--- config.mk ---
export PLATFORM = sky130hd
export DESIGN_NAME = hack_instruction_line_encoder_top_flat
export DESIGN_NICKNAME = d
export VERILOG_FILES = /design/src/hw/rtl/hile_pkg.sv /design/src/hw/rtl/hile_if.sv /design/src/hw/rtl/hack_instruction_line_encoder_top.sv /design/src/hw/rtl/hile_front.sv /design/src/hw/rtl/hile_fifo.sv /design/src/hw/rtl/hile_back.sv /design/src/flat_wrapper.sv
export SDC_FILE = /design/constraint.sdc
export NUM_CORES = 1
export LEC_CHECK = 0
export BUFFER_PORTS_ARGS = -buffer_cell sky130_fd_sc_hd__buf_2
export CORE_ASPECT_RATIO = 0.75
export CORE_UTILIZATION = 55
export DETAILED_ROUTE_END_ITERATION = 16
export GPL_TIMING_DRIVEN = 0
export PLACE_DENSITY = 0.71
export SYNTH_ARGS = -nofsm -noshare
export SYNTH_HDL_FRONTEND = slang
export SYNTH_SLANG_ARGS = --single-unit
--- constraint.sdc ---
create_clock -name clk_i -period 9.9 [get_ports clk_i]
set_clock_uncertainty 0.05 [all_clocks]
set_input_delay 2.475 -clock clk_i [delete_from_list [all_inputs] [get_ports clk_i]]
set_output_delay 2.475 -clock clk_i [all_outputs]
set_load 0.02 [all_outputs]
--- src/hw/rtl/hile_pkg.sv ---
// Shared constants, types and lookup functions of the Hack line encoder.
package hile_pkg;

  // Default and largest supported line length.
  localparam int unsigned MaxLine     = 16;
  localparam int unsigned MaxLineHigh = 64;

  // Length counts saturate at MAX_LINE + 1 (at most MaxLineHigh + 1), positions stay below MaxLineHigh.
  localparam int unsigned LenW = $clog2(MaxLineHigh + 2);
  localparam int unsigned PosW = $clog2(MaxLineHigh);

  // Depth of the queue between the character front end and the decoder.
  localparam int unsigned QueueDepth = 2;

  // Result status codes.
  localparam logic [2:0] StCompute   = 3'd0;
  localparam logic [2:0] StAddress   = 3'd1;
  localparam logic [2:0] StLabel     = 3'd2;
  localparam logic [2:0] StSymbol    = 3'd3;
  localparam logic [2:0] StMalformed = 3'd4;
  localparam logic [2:0] StTooLarge  = 3'd5;

  // Up to three characters of one field of a compute line.
  typedef logic [2:0][7:0] field_txt_t;

  // Everything the decoder needs to know about one finished line.
  typedef struct packed {
    logic [LenW-1:0] len;
    logic [7:0]      first_char;
    logic [7:0]      last_char;
    logic [14:0]     number;
    logic            digits_only;
    logic            overflow;
    logic            eq_seen;
    logic [PosW-1:0] eq_pos;
    logic            semi_seen;
    logic [PosW-1:0] semi_pos;
    field_txt_t      dest_txt;
    field_txt_t      comp_txt;
    field_txt_t      jump_txt;
  } line_desc_t;

  // Result of a field lookup.
  typedef struct packed {
    logic       ok;
    logic [6:0] bits;
  } lookup_t;

  function automatic lookup_t dest_lookup(field_txt_t t, logic [LenW-1:0] n);
    lookup_t r;
    r = '{ok: 1'b1, bits: 7'd0};
    case (n)
      LenW'(1): begin
        case (t[0])
          "M":     r.bits = 7'd1;
          "D":     r.bits = 7'd2;
          "A":     r.bits = 7'd4;
          default: r.ok = 1'b0;
        endcase
      end
      LenW'(2): begin
        case ({t[0], t[1]})
          "MD":    r.bits = 7'd3;
          "AM":    r.bits = 7'd5;
          "AD":    r.bits = 7'd6;
          default: r.ok = 1'b0;
        endcase
      end
      LenW'(3): begin
        case ({t[0], t[1], t[2]})
          "AMD":   r.bits = 7'd7;
          default: r.ok = 1'b0;
        endcase
      end
      default: r.ok = 1'b0;
    endcase
    return r;
  endfunction

  function automatic lookup_t jump_lookup(field_txt_t t, logic [LenW-1:0] n);
    lookup_t r;
    r = '{ok: 1'b1, bits: 7'd0};
    if (n == LenW'(3)) begin
      case ({t[0], t[1], t[2]})
        "JGT":   r.bits = 7'd1;
        "JEQ":   r.bits = 7'd2;
        "JGE":   r.bits = 7'd3;
        "JLT":   r.bits = 7'd4;
        "JNE":   r.bits = 7'd5;
        "JLE":   r.bits = 7'd6;
        "JMP":   r.bits = 7'd7;
        default: r.ok = 1'b0;
      endcase
    end else begin
      r.ok = 1'b0;
    end
    return r;
  endfunction

  // The a bit and c1..c6 of the compute field, swapped operand forms included.
  function automatic lookup_t comp_lookup(field_txt_t t, logic [LenW-1:0] n);
    lookup_t r;
    r = '{ok: 1'b1, bits: 7'd0};
    case (n)
      LenW'(1): begin
        case (t[0])
          "0":     r.bits = 7'h2A;
          "1":     r.bits = 7'h3F;
          "D":     r.bits = 7'h0C;
          "A":     r.bits = 7'h30;
          "M":     r.bits = 7'h70;
          default: r.ok = 1'b0;
        endcase
      end
      LenW'(2): begin
        case ({t[0], t[1]})
          "-1":    r.bits = 7'h3A;
          "!D":    r.bits = 7'h0D;
          "!A":    r.bits = 7'h31;
          "!M":    r.bits = 7'h71;
          "-D":    r.bits = 7'h0F;
          "-A":    r.bits = 7'h33;
          "-M":    r.bits = 7'h73;
          default: r.ok = 1'b0;
        endcase
      end
      LenW'(3): begin
        case ({t[0], t[1], t[2]})
          "D+1", "1+D": r.bits = 7'h1F;
          "A+1", "1+A": r.bits = 7'h37;
          "M+1", "1+M": r.bits = 7'h77;
          "D-1":        r.bits = 7'h0E;
          "A-1":        r.bits = 7'h32;
          "M-1":        r.bits = 7'h72;
          "D+A", "A+D": r.bits = 7'h02;
          "D+M", "M+D": r.bits = 7'h42;
          "D-A":        r.bits = 7'h13;
          "D-M":        r.bits = 7'h53;
          "A-D":        r.bits = 7'h07;
          "M-D":        r.bits = 7'h47;
          "D&A", "A&D": r.bits = 7'h00;
          "D&M", "M&D": r.bits = 7'h40;
          "D|A", "A|D": r.bits = 7'h15;
          "D|M", "M|D": r.bits = 7'h55;
          default:      r.ok = 1'b0;
        endcase
      end
      default: r.ok = 1'b0;
    endcase
    return r;
  endfunction

endpackage

--- src/hw/rtl/hile_if.sv ---
// Valid/ready channel interfaces for characters in and encoded words out.
interface hile_char_if;
  logic       valid;
  logic       ready;
  logic [7:0] char_code;
  logic       line_end;

  modport source (output valid, output char_code, output line_end, input ready);
  modport sink (input valid, input char_code, input line_end, output ready);
endinterface

interface hile_word_if;
  logic        valid;
  logic        ready;
  logic [15:0] code_word;
  logic [2:0]  status;

  modport source (output valid, output code_word, output status, input ready);
  modport sink (input valid, input code_word, input status, output ready);
endinterface

--- src/hw/rtl/hack_instruction_line_encoder_top.sv ---
// Top level of the Hack assembly line encoder: front end, queue and decoder.
//
//   Channel   Direction  Payload                      Transfers
//   in_ch_i   in         char_code[7:0], line_end     one per character
//   res_o     out        code_word[15:0], status[2:0]  one per line, at line end
//
// Characters are taken one per cycle, back to back, as long as the line queue has room.
// A line's result reaches res_o through the line queue and the output register: the
// transfer of its last character writes the line queue, and the line then moves
// through the decoder into the output register once that register is free or read.
// The output register and the two-entry line queue let the front end keep taking
// characters while a result waits on res_o; only a full queue stalls the input.
// Reset is asynchronous and active low; no clearing pass is needed after it.
module hack_instruction_line_encoder_top #(
  parameter int unsigned MAX_LINE = hile_pkg::MaxLine
) (
  input  logic        clk_i,
  input  logic        rst_ni,
  hile_char_if.sink   in_ch_i,
  hile_word_if.source res_o
);
  import hile_pkg::*;

  // Descriptor of a finished line, built by the front end at the line-end character.
  line_desc_t front_desc;
  logic       front_desc_valid;
  logic       queue_full;

  // Head of the queue as seen by the decoder.
  line_desc_t back_desc;
  logic       queue_empty;
  logic       back_pop;

  // The front end accumulates the line as it streams in: length, first character,
  // running decimal value and the up-to-three-character dest, comp and jump texts.
  hile_front #(
    .MAX_LINE (MAX_LINE)
  ) u_front (
    .clk_i        (clk_i),
    .rst_ni       (rst_ni),
    .ch_i         (in_ch_i),
    .desc_o       (front_desc),
    .desc_valid_o (front_desc_valid),
    .desc_ready_i (!queue_full)
  );

  // The queue decouples the character stream from result backpressure.
  hile_fifo u_fifo (
    .clk_i     (clk_i),
    .rst_ni    (rst_ni),
    .wr_data_i (front_desc),
    .wr_en_i   (front_desc_valid),
    .full_o    (queue_full),
    .rd_data_o (back_desc),
    .empty_o   (queue_empty),
    .rd_en_i   (back_pop)
  );

  // The decoder turns one descriptor into status and word and holds it for res_o.
  hile_back #(
    .MAX_LINE (MAX_LINE)
  ) u_back (
    .clk_i        (clk_i),
    .rst_ni       (rst_ni),
    .desc_i       (back_desc),
    .desc_valid_i (!queue_empty),
    .desc_pop_o   (back_pop),
    .res_o        (res_o)
  );

endmodule

--- src/hw/rtl/hile_front.sv ---
// Character front end: counts, accumulates the decimal value and captures the fields.
module hile_front #(
  parameter int unsigned MAX_LINE = hile_pkg::MaxLine
) (
  input  logic                 clk_i,
  input  logic                 rst_ni,
  hile_char_if.sink            ch_i,
  output hile_pkg::line_desc_t desc_o,
  output logic                 desc_valid_o,
  input  logic                 desc_ready_i
);
  import hile_pkg::*;

  logic [LenW-1:0] cnt_q, cnt_d;
  logic [7:0]      first_q, first_d;
  logic [14:0]     num_q, num_d;
  logic            digits_q, digits_d;
  logic            ovf_q, ovf_d;
  logic            eq_seen_q, eq_seen_d;
  logic [PosW-1:0] eq_pos_q, eq_pos_d;
  logic            semi_seen_q, semi_seen_d;
  logic [PosW-1:0] semi_pos_q, semi_pos_d;
  field_txt_t      dest_q, dest_d;
  field_txt_t      comp_q, comp_d;
  field_txt_t      jump_q, jump_d;

  logic            accept;
  logic            in_range;
  logic            is_digit;
  logic            new_eq;
  logic            new_semi;
  logic [18:0]     num_next;
  logic [LenW-1:0] comp_start;
  logic [LenW-1:0] comp_rel;
  logic [LenW-1:0] jump_start;
  logic [LenW-1:0] jump_rel;
  logic [7:0]      ch;

  assign ch           = ch_i.char_code;
  assign ch_i.ready   = desc_ready_i;
  assign accept       = ch_i.valid && desc_ready_i;
  assign desc_valid_o = accept && ch_i.line_end;

  assign in_range   = cnt_q < LenW'(MAX_LINE);
  assign is_digit   = (ch >= "0") && (ch <= "9");
  assign new_eq     = in_range && !eq_seen_q && (ch == "=");
  assign new_semi   = in_range && !semi_seen_q && (ch == ";");
  assign num_next   = 19'({num_q, 3'b000}) + 19'({num_q, 1'b0}) + 19'(ch[3:0]);
  assign comp_start = eq_seen_q ? LenW'(eq_pos_q) + LenW'(1) : '0;
  assign comp_rel   = cnt_q - comp_start;
  assign jump_start = LenW'(semi_pos_q) + LenW'(1);
  assign jump_rel   = cnt_q - jump_start;

  always_comb begin
    cnt_d       = (cnt_q <= LenW'(MAX_LINE)) ? cnt_q + LenW'(1) : cnt_q;
    first_d     = (cnt_q == '0) ? ch : first_q;
    num_d       = num_q;
    digits_d    = digits_q;
    ovf_d       = ovf_q;
    eq_seen_d   = eq_seen_q || new_eq;
    eq_pos_d    = new_eq ? cnt_q[PosW-1:0] : eq_pos_q;
    semi_seen_d = semi_seen_q || new_semi;
    semi_pos_d  = new_semi ? cnt_q[PosW-1:0] : semi_pos_q;
    dest_d      = dest_q;
    comp_d      = comp_q;
    jump_d      = jump_q;

    // Decimal value of the characters after the first, held once too large.
    if (cnt_q != '0 && !ovf_q && digits_q && is_digit) begin
      if (num_next > 19'd32767) begin
        ovf_d = 1'b1;
      end else begin
        num_d = num_next[14:0];
      end
    end
    if (cnt_q != '0 && !is_digit) begin
      digits_d = 1'b0;
    end

    // The first three characters are the dest text; a new '=' starts the comp text.
    for (int i = 0; i < 3; i++) begin
      if (cnt_q == LenW'(i)) begin
        dest_d[i] = ch;
      end
      if (in_range && !new_eq && cnt_q >= comp_start && comp_rel == LenW'(i)) begin
        comp_d[i] = ch;
      end
      if (in_range && semi_seen_q && jump_rel == LenW'(i)) begin
        jump_d[i] = ch;
      end
    end
  end

  always_comb begin
    desc_o.len         = cnt_d;
    desc_o.first_char  = first_d;
    desc_o.last_char   = ch;
    desc_o.number      = num_d;
    desc_o.digits_only = digits_d;
    desc_o.overflow    = ovf_d;
    desc_o.eq_seen     = eq_seen_d;
    desc_o.eq_pos      = eq_pos_d;
    desc_o.semi_seen   = semi_seen_d;
    desc_o.semi_pos    = semi_pos_d;
    desc_o.dest_txt    = dest_d;
    desc_o.comp_txt    = comp_d;
    desc_o.jump_txt    = jump_d;
  end

  // Per-line control state returns to its start values after each line end.
  always_ff @(posedge clk_i or negedge rst_ni) begin
    if (!rst_ni) begin
      cnt_q       <= '0;
      num_q       <= '0;
      digits_q    <= 1'b1;
      ovf_q       <= 1'b0;
      eq_seen_q   <= 1'b0;
      semi_seen_q <= 1'b0;
    end else if (accept) begin
      if (ch_i.line_end) begin
        cnt_q       <= '0;
        num_q       <= '0;
        digits_q    <= 1'b1;
        ovf_q       <= 1'b0;
        eq_seen_q   <= 1'b0;
        semi_seen_q <= 1'b0;
      end else begin
        cnt_q       <= cnt_d;
        num_q       <= num_d;
        digits_q    <= digits_d;
        ovf_q       <= ovf_d;
        eq_seen_q   <= eq_seen_d;
        semi_seen_q <= semi_seen_d;
      end
    end
  end

  always_ff @(posedge clk_i) begin
    if (accept) begin
      first_q    <= first_d;
      eq_pos_q   <= eq_pos_d;
      semi_pos_q <= semi_pos_d;
      dest_q     <= dest_d;
      comp_q     <= comp_d;
      jump_q     <= jump_d;
    end
  end

endmodule

--- src/hw/rtl/hile_fifo.sv ---
// Short queue of finished line descriptors between front end and decoder.
module hile_fifo (
  input  logic                 clk_i,
  input  logic                 rst_ni,
  input  hile_pkg::line_desc_t wr_data_i,
  input  logic                 wr_en_i,
  output logic                 full_o,
  output hile_pkg::line_desc_t rd_data_o,
  output logic                 empty_o,
  input  logic                 rd_en_i
);
  import hile_pkg::*;

  localparam int unsigned PtrW = $clog2(QueueDepth);

  line_desc_t            mem_q [QueueDepth];
  logic [PtrW-1:0]       wr_ptr_q;
  logic [PtrW-1:0]       rd_ptr_q;
  logic [PtrW:0]         fill_q;
  logic                  push;
  logic                  pop;

  assign full_o    = fill_q == (PtrW + 1)'(QueueDepth);
  assign empty_o   = fill_q == '0;
  assign push      = wr_en_i && !full_o;
  assign pop       = rd_en_i && !empty_o;
  assign rd_data_o = mem_q[rd_ptr_q];

  always_ff @(posedge clk_i or negedge rst_ni) begin
    if (!rst_ni) begin
      wr_ptr_q <= '0;
      rd_ptr_q <= '0;
      fill_q   <= '0;
    end else begin
      if (push) begin
        wr_ptr_q <= (wr_ptr_q == PtrW'(QueueDepth - 1)) ? '0 : wr_ptr_q + PtrW'(1);
      end
      if (pop) begin
        rd_ptr_q <= (rd_ptr_q == PtrW'(QueueDepth - 1)) ? '0 : rd_ptr_q + PtrW'(1);
      end
      if (push && !pop) begin
        fill_q <= fill_q + (PtrW + 1)'(1);
      end else if (pop && !push) begin
        fill_q <= fill_q - (PtrW + 1)'(1);
      end
    end
  end

  always_ff @(posedge clk_i) begin
    if (push) begin
      mem_q[wr_ptr_q] <= wr_data_i;
    end
  end

endmodule

--- src/hw/rtl/hile_back.sv ---
// Decoder: classifies a finished line, matches its fields and registers the result.
module hile_back #(
  parameter int unsigned MAX_LINE = hile_pkg::MaxLine
) (
  input  logic                 clk_i,
  input  logic                 rst_ni,
  input  hile_pkg::line_desc_t desc_i,
  input  logic                 desc_valid_i,
  output logic                 desc_pop_o,
  hile_word_if.source          res_o
);
  import hile_pkg::*;

  logic            out_valid_q;
  logic [15:0]     word_q;
  logic [2:0]      status_q;
  logic [15:0]     word_d;
  logic [2:0]      status_d;

  lookup_t         dest_r;
  lookup_t         comp_r;
  lookup_t         jump_r;
  logic [LenW-1:0] comp_from;
  logic [LenW-1:0] comp_to;
  logic [LenW-1:0] comp_len;
  logic [LenW-1:0] jump_len;
  logic            comp_span_ok;
  logic            is_compute_head;

  assign desc_pop_o = desc_valid_i && (!out_valid_q || res_o.ready);

  assign comp_from    = desc_i.eq_seen ? LenW'(desc_i.eq_pos) + LenW'(1) : '0;
  assign comp_to      = desc_i.semi_seen ? LenW'(desc_i.semi_pos) : desc_i.len;
  assign comp_span_ok = comp_to > comp_from;
  assign comp_len     = comp_span_ok ? comp_to - comp_from : '0;
  assign jump_len     = desc_i.len - LenW'(desc_i.semi_pos) - LenW'(1);

  assign dest_r = dest_lookup(desc_i.dest_txt, LenW'(desc_i.eq_pos));
  assign comp_r = comp_lookup(desc_i.comp_txt, comp_len);
  assign jump_r = jump_lookup(desc_i.jump_txt, jump_len);

  assign is_compute_head = (desc_i.first_char == "D") || (desc_i.first_char == "A") ||
                           (desc_i.first_char == "M") || (desc_i.first_char == "-") ||
                           (desc_i.first_char == "!") || (desc_i.first_char == "0") ||
                           (desc_i.first_char == "1");

  always_comb begin
    word_d   = '0;
    status_d = StMalformed;
    if (desc_i.len > LenW'(MAX_LINE) || desc_i.len == '0) begin
      status_d = StMalformed;
    end else if (desc_i.first_char == "@") begin
      if (desc_i.len == LenW'(1)) begin
        status_d = StMalformed;
      end else if (!desc_i.digits_only) begin
        status_d = StSymbol;
      end else if (desc_i.overflow) begin
        status_d = StTooLarge;
      end else begin
        status_d = StAddress;
        word_d   = {1'b0, desc_i.number};
      end
    end else if (desc_i.first_char == "(") begin
      status_d = (desc_i.last_char == ")") ? StLabel : StMalformed;
    end else if (is_compute_head) begin
      // A ';' ahead of the first '=', or any field that fails to match, is malformed.
      if (desc_i.eq_seen && desc_i.semi_seen && desc_i.semi_pos < desc_i.eq_pos) begin
        status_d = StMalformed;
      end else if (desc_i.eq_seen && !dest_r.ok) begin
        status_d = StMalformed;
      end else if (desc_i.semi_seen && !jump_r.ok) begin
        status_d = StMalformed;
      end else if (!comp_r.ok) begin
        status_d = StMalformed;
      end else begin
        status_d = StCompute;
        word_d   = {3'b111, comp_r.bits,
                    desc_i.eq_seen ? dest_r.bits[2:0] : 3'b000,
                    desc_i.semi_seen ? jump_r.bits[2:0] : 3'b000};
      end
    end
  end

  always_ff @(posedge clk_i or negedge rst_ni) begin
    if (!rst_ni) begin
      out_valid_q <= 1'b0;
    end else if (desc_pop_o) begin
      out_valid_q <= 1'b1;
    end else if (res_o.ready) begin
      out_valid_q <= 1'b0;
    end
  end

  always_ff @(posedge clk_i) begin
    if (desc_pop_o) begin
      word_q   <= word_d;
      status_q <= status_d;
    end
  end

  assign res_o.valid     = out_valid_q;
  assign res_o.code_word = word_q;
  assign res_o.status    = status_q;

endmodule

--- src/flat_wrapper.sv ---
// flat-port wrapper written by rule: the top's interface ports become plain ports
module hack_instruction_line_encoder_top_flat import hile_pkg::*;
#(
  parameter int unsigned MAX_LINE = hile_pkg::MaxLine
)
  (clk_i, rst_ni, in_ch_i_valid, in_ch_i_char_code, in_ch_i_line_end, in_ch_i_ready, res_o_valid, res_o_code_word, res_o_status, res_o_ready);
  hile_char_if in_ch_i_i ();
  hile_word_if res_o_i ();
  input  logic clk_i;
  input  logic rst_ni;
  input wire logic [$bits(in_ch_i_i.valid)-1:0] in_ch_i_valid;
  input wire logic [$bits(in_ch_i_i.char_code)-1:0] in_ch_i_char_code;
  input wire logic [$bits(in_ch_i_i.line_end)-1:0] in_ch_i_line_end;
  output wire logic [$bits(in_ch_i_i.ready)-1:0] in_ch_i_ready;
  output wire logic [$bits(res_o_i.valid)-1:0] res_o_valid;
  output wire logic [$bits(res_o_i.code_word)-1:0] res_o_code_word;
  output wire logic [$bits(res_o_i.status)-1:0] res_o_status;
  input wire logic [$bits(res_o_i.ready)-1:0] res_o_ready;
  assign in_ch_i_i.valid = in_ch_i_valid;
  assign in_ch_i_i.char_code = in_ch_i_char_code;
  assign in_ch_i_i.line_end = in_ch_i_line_end;
  assign in_ch_i_ready = in_ch_i_i.ready;
  assign res_o_valid = res_o_i.valid;
  assign res_o_code_word = res_o_i.code_word;
  assign res_o_status = res_o_i.status;
  assign res_o_i.ready = res_o_ready;
  hack_instruction_line_encoder_top #(.MAX_LINE(MAX_LINE)) u_core (.clk_i(clk_i), .rst_ni(rst_ni), .in_ch_i(in_ch_i_i), .res_o(res_o_i));
endmodule
# --- Yosys cells after proc, flatten, opt, wreduce, memory -nomap -nowiden ---
# Memory sizes are Yosys's and may differ from the RTL's.
# Index checks and enable logic that the tools add are counted.
classes:
  addsub: 15
  order_cmp: 9
  eq_ne: 78
  muxes: 79
  reduce_logical: 73
op_table:
  columns: ["op", "n"]
  rows:
  - ["equality test 24 x 23 -> 1 bit (second input constant)", 30]
  - ["equality test 16 x 14 -> 1 bit (second input constant)", 7]
  - ["2-to-1 mux 16 bit", 7]
  - ["case mux 7 bit (15 select lines)", 1]
  - ["2-to-1 mux 15 bit", 6]
  - ["equality test 8 x 6 -> 1 bit (second input constant)", 10]
  - ["equality test 8 x 7 -> 1 bit (second input constant)", 10]
  - ["2-to-1 mux 8 bit", 10]
  - ["equality test 24 x 22 -> 1 bit (second input constant)", 3]
  - ["case mux 7 bit (7 select lines)", 1]
  - ["equality test 16 x 15 -> 1 bit (second input constant)", 3]
  - ["2-to-1 mux 3 bit", 15]
  - ["equality test 7 x 2 -> 1 bit (second input constant)", 6]
  - ["2-to-1 mux 7 bit", 6]
  - ["equality test 7 x 1 -> 1 bit (second input constant)", 5]
  - ["case mux 7 bit (5 select lines)", 1]
  - ["logical AND 1 bit", 29]
  - ["zero test 7 bit", 4]
  - ["case mux 3 bit (3 select lines)", 3]
  - ["OR reduction 25 bit", 1]
  - ["adder 6 x 1 -> 7 bit (second input constant)", 3]
  - ["2-to-1 mux 1 bit", 21]
  - ["case mux 3 bit (7 select lines)", 1]
  - ["case mux 7 bit (3 select lines)", 1]
  - ["other kinds (33)", 70]
word_totals:
  register_bits: 142
  ram_bits: 252
  inputBits: 13
  out_inout_bits: 21
  word_cells: 279
  mem_count: 1
memory_table:
  columns: ["memory", "depth", "word_bits", "rd", "rd_clocked_by_memory_dff", "wr", "line_no", "source"]
  rows:
  - ["u_core.u_fifo.mem_q", 2, 126, 1, 0, 1, "hile_fifo.sv:16", "line_desc_t mem_q [QueueDepth];"]

# --- Longest topological paths before layout ---
# An unclocked memory read counts as a cell.
logic_depth:
  ltp_word: 14
  depth_mapped: 24
  depth_no_buf: 16

# --- Modules after synthesis ---
# A second synthesis with hierarchy kept.
hier_totals:
  cells_unflattened: 1492
  hier_area_um2: 19921.6
modules_own_cells:
  columns: ["mod", "instances", "cells_each", "area_per_inst_um2", "seq_area_each_um2"]
  rows:
  - ["hile_fifo", 1, 411, 9396.5, 7667.4]
  - ["hile_front", 1, 642, 7103.1, 3414.5]
  - ["hile_back", 1, 437, 3414.5, 595.6]
  - ["hack_instruction_line_encoder_top", 1, 2, 7.5, 0.0]

# --- Worst setup path before layout ---
# OpenSTA, ideal clock, no wires.
synth_timing:
  kind: "input -> register"
  from: "in in_ch_i_valid"
  to: "mem u_core.u_fifo.mem_q[0][0] (netlist bit) (enable)"
  setup_time_ps: 611
  arrival_time_ps: 10327
  required_time_ps: 9239
  path_slack_ps: -1088
  path_stages: 4
  path_buffers: 0
  path_cell_list: "nand2_1 > inv_1 > nand2_1 > nor2_1"
synth_between:
  elab_chain_len: 5
synth_rtl:
  columns: ["item", "line_no", "source"]
  rows:
  - ["start, declared", "flat_wrapper.sv:11", "input wire logic [$bits(in_ch_i_i.valid)-1:0] in_ch_i_valid;"]
  - ["logical AND 1 bit", "hile_front.sv:41", "assign accept = ch_i.valid && desc_ready_i;"]
  - ["via u_core.u_front.accept", "hile_front.sv:27", "logic accept;"]
  - ["logical AND 1 bit", "hile_front.sv:42", "assign desc_valid_o = accept && ch_i.line_end;"]
  - ["logical AND 1 bit", "hile_fifo.sv:25", "assign push = wr_en_i && !full_o;"]
  - ["2-to-1 mux 1 bit", "hile_fifo.sv:50", "if (push) begin"]
  - ["2-to-1 mux 1 bit (implied by the code)", "hile_fifo.sv:51", "mem_q[wr_ptr_q] <= wr_data_i;"]
  - ["end, declared", "hile_fifo.sv:16", null]
# The timed path passes the listed nets, and every way through them passes these cells.

# --- Final worst setup path ---
layout_timing:
  from: "reg u_core.u_fifo.rd_ptr_q"
  to: "reg u_core.u_back.word_q[1] (netlist: u_core.u_back.res_o.code_word[1]) (data pin)"
layout_between:
  elab_chain_len: 14
  word_cells_on_any_way: 122
  cone_classes: "add/sub: 4; order compare: 3; eq/ne: 68; mux: 26; reduce/logical: 20; memory: 1"
layout_rtl:
  columns: ["item", "line_no", "source"]
  rows:
  - ["start, declared", "hile_fifo.sv:18", "logic [PtrW-1:0] rd_ptr_q;"]
  - ["start signal, assigned", "hile_fifo.sv:39", "rd_ptr_q <= (rd_ptr_q == PtrW'(QueueDepth - 1)) ? '0 : rd_ptr_q + PtrW'(1);"]
  - ["memory read (2 x 126 bit) *", null, null]
  - ["adder 6 x 1 -> 7 bit", "hile_back.sv:32", "assign comp_from = desc_i.eq_seen ? LenW'(desc_i.eq_pos) + LenW'(1) : '0;"]
  - ["2-to-1 mux 7 bit", "hile_back.sv:32", null]
  - ["subtractor 7 bit or > comparator 7 bit (tied branches)", "hile_back.sv:35, hile_back.sv:34", null]
  - ["2-to-1 mux 7 bit", "hile_back.sv:35", "assign comp_len = comp_span_ok ? comp_to - comp_from : '0;"]
  - ["equality test 7 x 2 -> 1 bit or equality test 7 x 1 -> 1 bit (tied branches)", "hile_pkg.sv:104", "case (n)"]
  - ["case mux 1 bit (3 select lines)", "hile_pkg.sv:104", null]
  - ["2-to-1 mux 16 bit", "hile_back.sv:73", "end else if (!comp_r.ok) begin"]
  - ["2-to-1 mux 16 bit", "hile_back.sv:71", "end else if (desc_i.semi_seen && !jump_r.ok) begin"]
  - ["2-to-1 mux 16 bit", "hile_back.sv:69", "end else if (desc_i.eq_seen && !dest_r.ok) begin"]
  - ["2-to-1 mux 16 bit", "hile_back.sv:67", "if (desc_i.eq_seen && desc_i.semi_seen && desc_i.semi_pos < desc_i.eq_pos) begin"]
  - ["2-to-1 mux 16 bit", "hile_back.sv:65", "end else if (is_compute_head) begin"]
  - ["2-to-1 mux 16 bit", "hile_back.sv:63", "end else if (desc_i.first_char == \"(\") begin"]
  - ["2-to-1 mux 16 bit", "hile_back.sv:52", "end else if (desc_i.first_char == \"@\") begin"]
  - ["end signal, assigned", "hile_back.sv:96", "word_q <= word_d;"]
  - ["end, declared", "hile_back.sv:15", "logic [15:0] word_q;"]
# Mark *: on every way between the ends. The rest lies on a longest branch, timed or not.
# A chain may end at the register's enable or synchronous reset.

==> impl_metrics.tcl <==
set metrics [dict create \
    rr_endpoint "u_core.u_back.res_o.code_word[1]$_SDFFCE_PP0P_" \
    cts_tree "yes" \
    timing.critical_path.cells "buf_2 > buf_4 > buf_4 > buf_2 > buf_2 > buf_2 > buf_2 > buf_2 > mux2i_1 > mux2_2 > ha_1 > inv_1 > fa_1 > a21o_1 > a21oi_1 > mux2i_1 > nor4_1 > o21ai_1 > or3_1 > a311oi_1 > nand2_1 > o32ai_1" \
    switchingPower_mw 1.97 \
    track_usage_pct 25.8 \
    syn_inst 1438 \
    cts_buffers 39 \
    clk_pin_slew_ps 60 \
    power_density_nw_per_um2 276 \
    gr-usage-met1_pct 39.4 \
    placement_rows 58 \
    setup-violations-final 0 \
    cts-root-buf "clkbuf_16" \
    wl_um 44600 \
    synth_nets 1526 \
    ir_drop_uv 165 \
    crit_fanout 10 \
    ant_nets 0 \
    yosysTopAreaCell "edfxtp_1" \
    numPortBuffers 33 \
    hold_path_startpoint "u_core.u_fifo.fill_q[1]$_DFFE_PN0P_" \
    cp_data_arrival_time_ps 7430 \
    cts.htree.levels 2 \
    yosysUniqueCellTypes 80 \
    synth_seq_area_share_pct 61.6 \
    p_leak_nw 7.80 \
    die_w_um 216 \
    tightest_slew_ps 1320 \
    hold_end "u_core.u_fifo.fill_q[1]$_DFFE_PN0P_" \
    synth_edf_count 363 \
    worst_path_max_delay_cell "or3_1" \
    antenna_found_initial 0 \
    syn-cell-area_um2 19000 \
    die_y_um 163 \
    final_util_pct 62.5 \
    fin_setup_tns_ps 0 \
    postCtsSetupBuffers 0 \
    path_class "reg -> reg" \
    synthArstFlopShare_pct 7.87 \
    netlist.area_leader.share_pct 57.5 \
    grt.overflow.total 0 \
    worstReg2RegStart "u_core.u_fifo.rd_ptr_q$_DFFE_PN0P_" \
    grt_busiest_layer "met1" \
    grt_pass1_wl_um 68900 \
    drtIter0Drc 1338 \
    fillers 2561 \
    grt_pass1_vias 11900 \
    area_growth_pct 11.3 \
    die_area_um2 35200 \
    vias_per_cell 6.14 \
    start_util_pct 56.2 \
    gp_congestion 0.864 \
    min_period_ps 7170 \
    clock_latency_ps 550 \
    fin_crit_sh_pct 72.5 \
    r2r_setup_slack_ps 2730 \
    finalHoldViolations 0 \
    yosys_warnings 0 \
    sequentialPowerShare_pct 43.6 \
    whs_path_depth 1 \
    max_stage_delay_ps 520 \
    routed-via-count 12300 \
    cts_resized 0 \
    status "completed" \
    p_int_mw 3.84 \
    drv_cap 0 \
    rsz0062_at_grt "no" \
    drive_gt1_share_pct 14.8 \
    drcViolationCount 0 \
    pin_count 34 \
    rr_worst_depth 22 \
    drtPass1Iterations 5 \
    clk_path_buf_depth 3 \
    crit_start "u_core.u_fifo.rd_ptr_q$_DFFE_PN0P_" \
    ys.flop_type "edfxtp_1" \
    dpl.hpwl_um 31400 \
    ys_ff_latch 394 \
    wl_per_cell_um 22.3 \
    crit_path_start_kind "flop" \
    grtUsageMet2_pct 38.0 \
    cp.required_ps 10160 \
    max_clock_freq_mhz 139 \
    design.core.area_um2 33700 \
    endpoint_kind "flop" \
    cts_hold_buf 0 \
    syn-mean-instance-area_um2 13.2 \
    worst_path_most_repeated_cell "buf_2" \
    diodes 0 \
    swShare_pct 33.9 \
    p_comb_share_pct 32.3 \
    fin_nets 1609 \
    synth_area_leaders "edfxtp_1, mux2_2, ha_1" \
    grt_util_met3_pct 4.20 \
    max_slew_margin_pct 10.0 \
    power_frac_clock_pct 24.1 \
    clock_sinks 394 \
    hp-class "reg -> reg" \
    slew_violations 0 \
    grt_max_degree 66 \
]
==> worst max path at each step <==
stage                                                                 to  slack (ps)
after CTS                 u_core.u_back.res_o.code_word[1]$_SDFFCE_PP0P_        2790
after floorplan                      u_core.u_fifo.mem_q[0][0]$_DFFE_PP_        1020
after global placement              u_core.u_fifo.mem_q[0][46]$_DFFE_PP_       -2780
after detailed placement  u_core.u_back.res_o.code_word[1]$_SDFFCE_PP0P_        2820
final                     u_core.u_back.res_o.code_word[1]$_SDFFCE_PP0P_        2730
after global routing      u_core.u_back.res_o.code_word[4]$_SDFFCE_PP0P_        2310
==> cells in the final DEF (no fill, tap or decap), drive strengths merged, types with 7 or more instances in the layout <==
master / netlist / layout
nor2b: 16 / 16
buf: 21 / 63
dfrtp: 30 / 30
o21ai: 54 / 54
mux2: 83 / 83
clkinv: 0 / 19
nor4b: 28 / 28
a22oi: 11 / 11
nor2: 72 / 72
edfxtp: 363 / 363
a21o: 21 / 21
mux2i: 43 / 43
o22ai: 14 / 14
nor4: 15 / 15
inv: 56 / 59
a22o: 7 / 7
a21oi: 47 / 47
xnor2: 21 / 21
a31oi: 14 / 14
ha: 69 / 69
nand4b: 9 / 9
o32ai: 7 / 7
o21a: 8 / 8
nand4: 11 / 11
and3: 14 / 14
xor2: 22 / 22
nor3b: 8 / 8
o211ai: 7 / 7
and2: 9 / 9
a211o: 10 / 10
nand3: 31 / 31
clkbuf: 25 / 73
nor3: 34 / 34
or3: 7 / 7
nand2: 131 / 131
nand3b: 12 / 12
nand2b: 20 / 20
==> flip-flops by register name, indices dropped and copies added (netlist names), 2 cells and up <==
signal and count:
u_core.u_front.eq_pos_q 6, u_core.u_back.res_o.code_word 16, u_core.u_fifo.fill_q 2, u_core.u_front.jump_q 24, u_core.u_fifo.mem_q 252, u_core.u_front.dest_q 24
u_core.u_front.cnt_q 7, u_core.u_front.semi_pos_q 6, u_core.u_back.res_o.status 3, u_core.u_front.first_q 8, u_core.u_front.num_q 15, u_core.u_front.comp_q 24
==> critical path: cells and delay by family, from the launching register on <==
kind            cells  cell delay [ps]
flops               1              360
mux                 3              750
compound gates      5             1570
simple gates        3             1080
fa+ha+maj           2              560
buf+inv             9             2570
==> area by class of cell <==
cell class | count | area (um^2) | share of cell area (%)
flip-flops and latches | 394 | 11700 | 55.4
multi-input cells | 942 | 6880 | 32.6
clock buffers | 48 | 1030 | 4.89
well taps | 450 | 563 | 2.67
repair buffers | 42 | 347 | 1.64
plain buffers | 46 | 221 | 1.05
inverters | 56 | 213 | 1.01
clock inverters | 24 | 165 | 0.783
==> through the flow <==
stage	area (um^2)	setup WS [ps]	hold slack, ps	power (mW)	instances
floorplan	19000	1020	429	3.81	1438
global placement	19700	-2780	423	4.34	1921
detailed placement	19900	2820	464	4.41	1930
CTS	21100	2790	477	5.81	2002
global route	21100	2310	493	6.09	2002
finish	21100	2730	468	5.81	2002
==> power by group through the flow <==
stage / Clock [mW] / Sequential (mW) / Combinational, mW
after CTS: 1.42 / 2.53 / 1.85
after detailed placement: 0 / 2.57 / 1.84
after global routing: 1.48 / 2.57 / 2.04
after global placement: 0 / 2.59 / 1.74
final: 1.40 / 2.54 / 1.88
after floorplan: 0 / 2.57 / 1.24
==> Yosys cell counts (5+ instances only) <==
cell type	n
a211o_1	10
a211oi_1	6
a21o_1	21
a21oi_1	47
a22o_1	6
a22oi_1	11
a31oi_1	13
and2_1	9
and3_1	7
and3_2	6
and3b_1	6
buf_2	12
buf_4	5
clkbuf_1	25
dfrtp_1	30
edfxtp_1	363
fa_1	6
ha_1	69
inv_1	56
mux2_2	83
mux2i_1	43
nand2_1	131
nand2b_1	20
nand3_1	31
nand3b_1	12
nand4_1	11
nand4b_1	9
nor2_1	72
nor2b_1	16
nor3_1	34
nor3b_1	7
nor4_1	15
nor4b_1	27
nor4bb_1	6
o211ai_1	7
o21a_1	8
o21ai_0	52
o22ai_1	14
o32ai_1	7
or2_2	5
or3_1	7
or4_1	6
xnor2_1	21
xor2_1	22
==> cell families after synthesis <==
kind of cell	count (synthesis)	synth area share, %
buf+inv	102	2.28
mux	126	7.20
compound gates	253	9.11
simple gates	445	12.7
flops	394	61.6
xor+xnor	43	1.99
fa+ha+maj	75	5.19
==> metal layers <==
layer  vias to the layer above  share of wire [%]
met5                         -               0.28
met4                         2                2.1
met3                        69                6.5
met2                       420                 44
met1                      6102                 47
li1                       5701                  -
(Power assumes the default switching activity.)
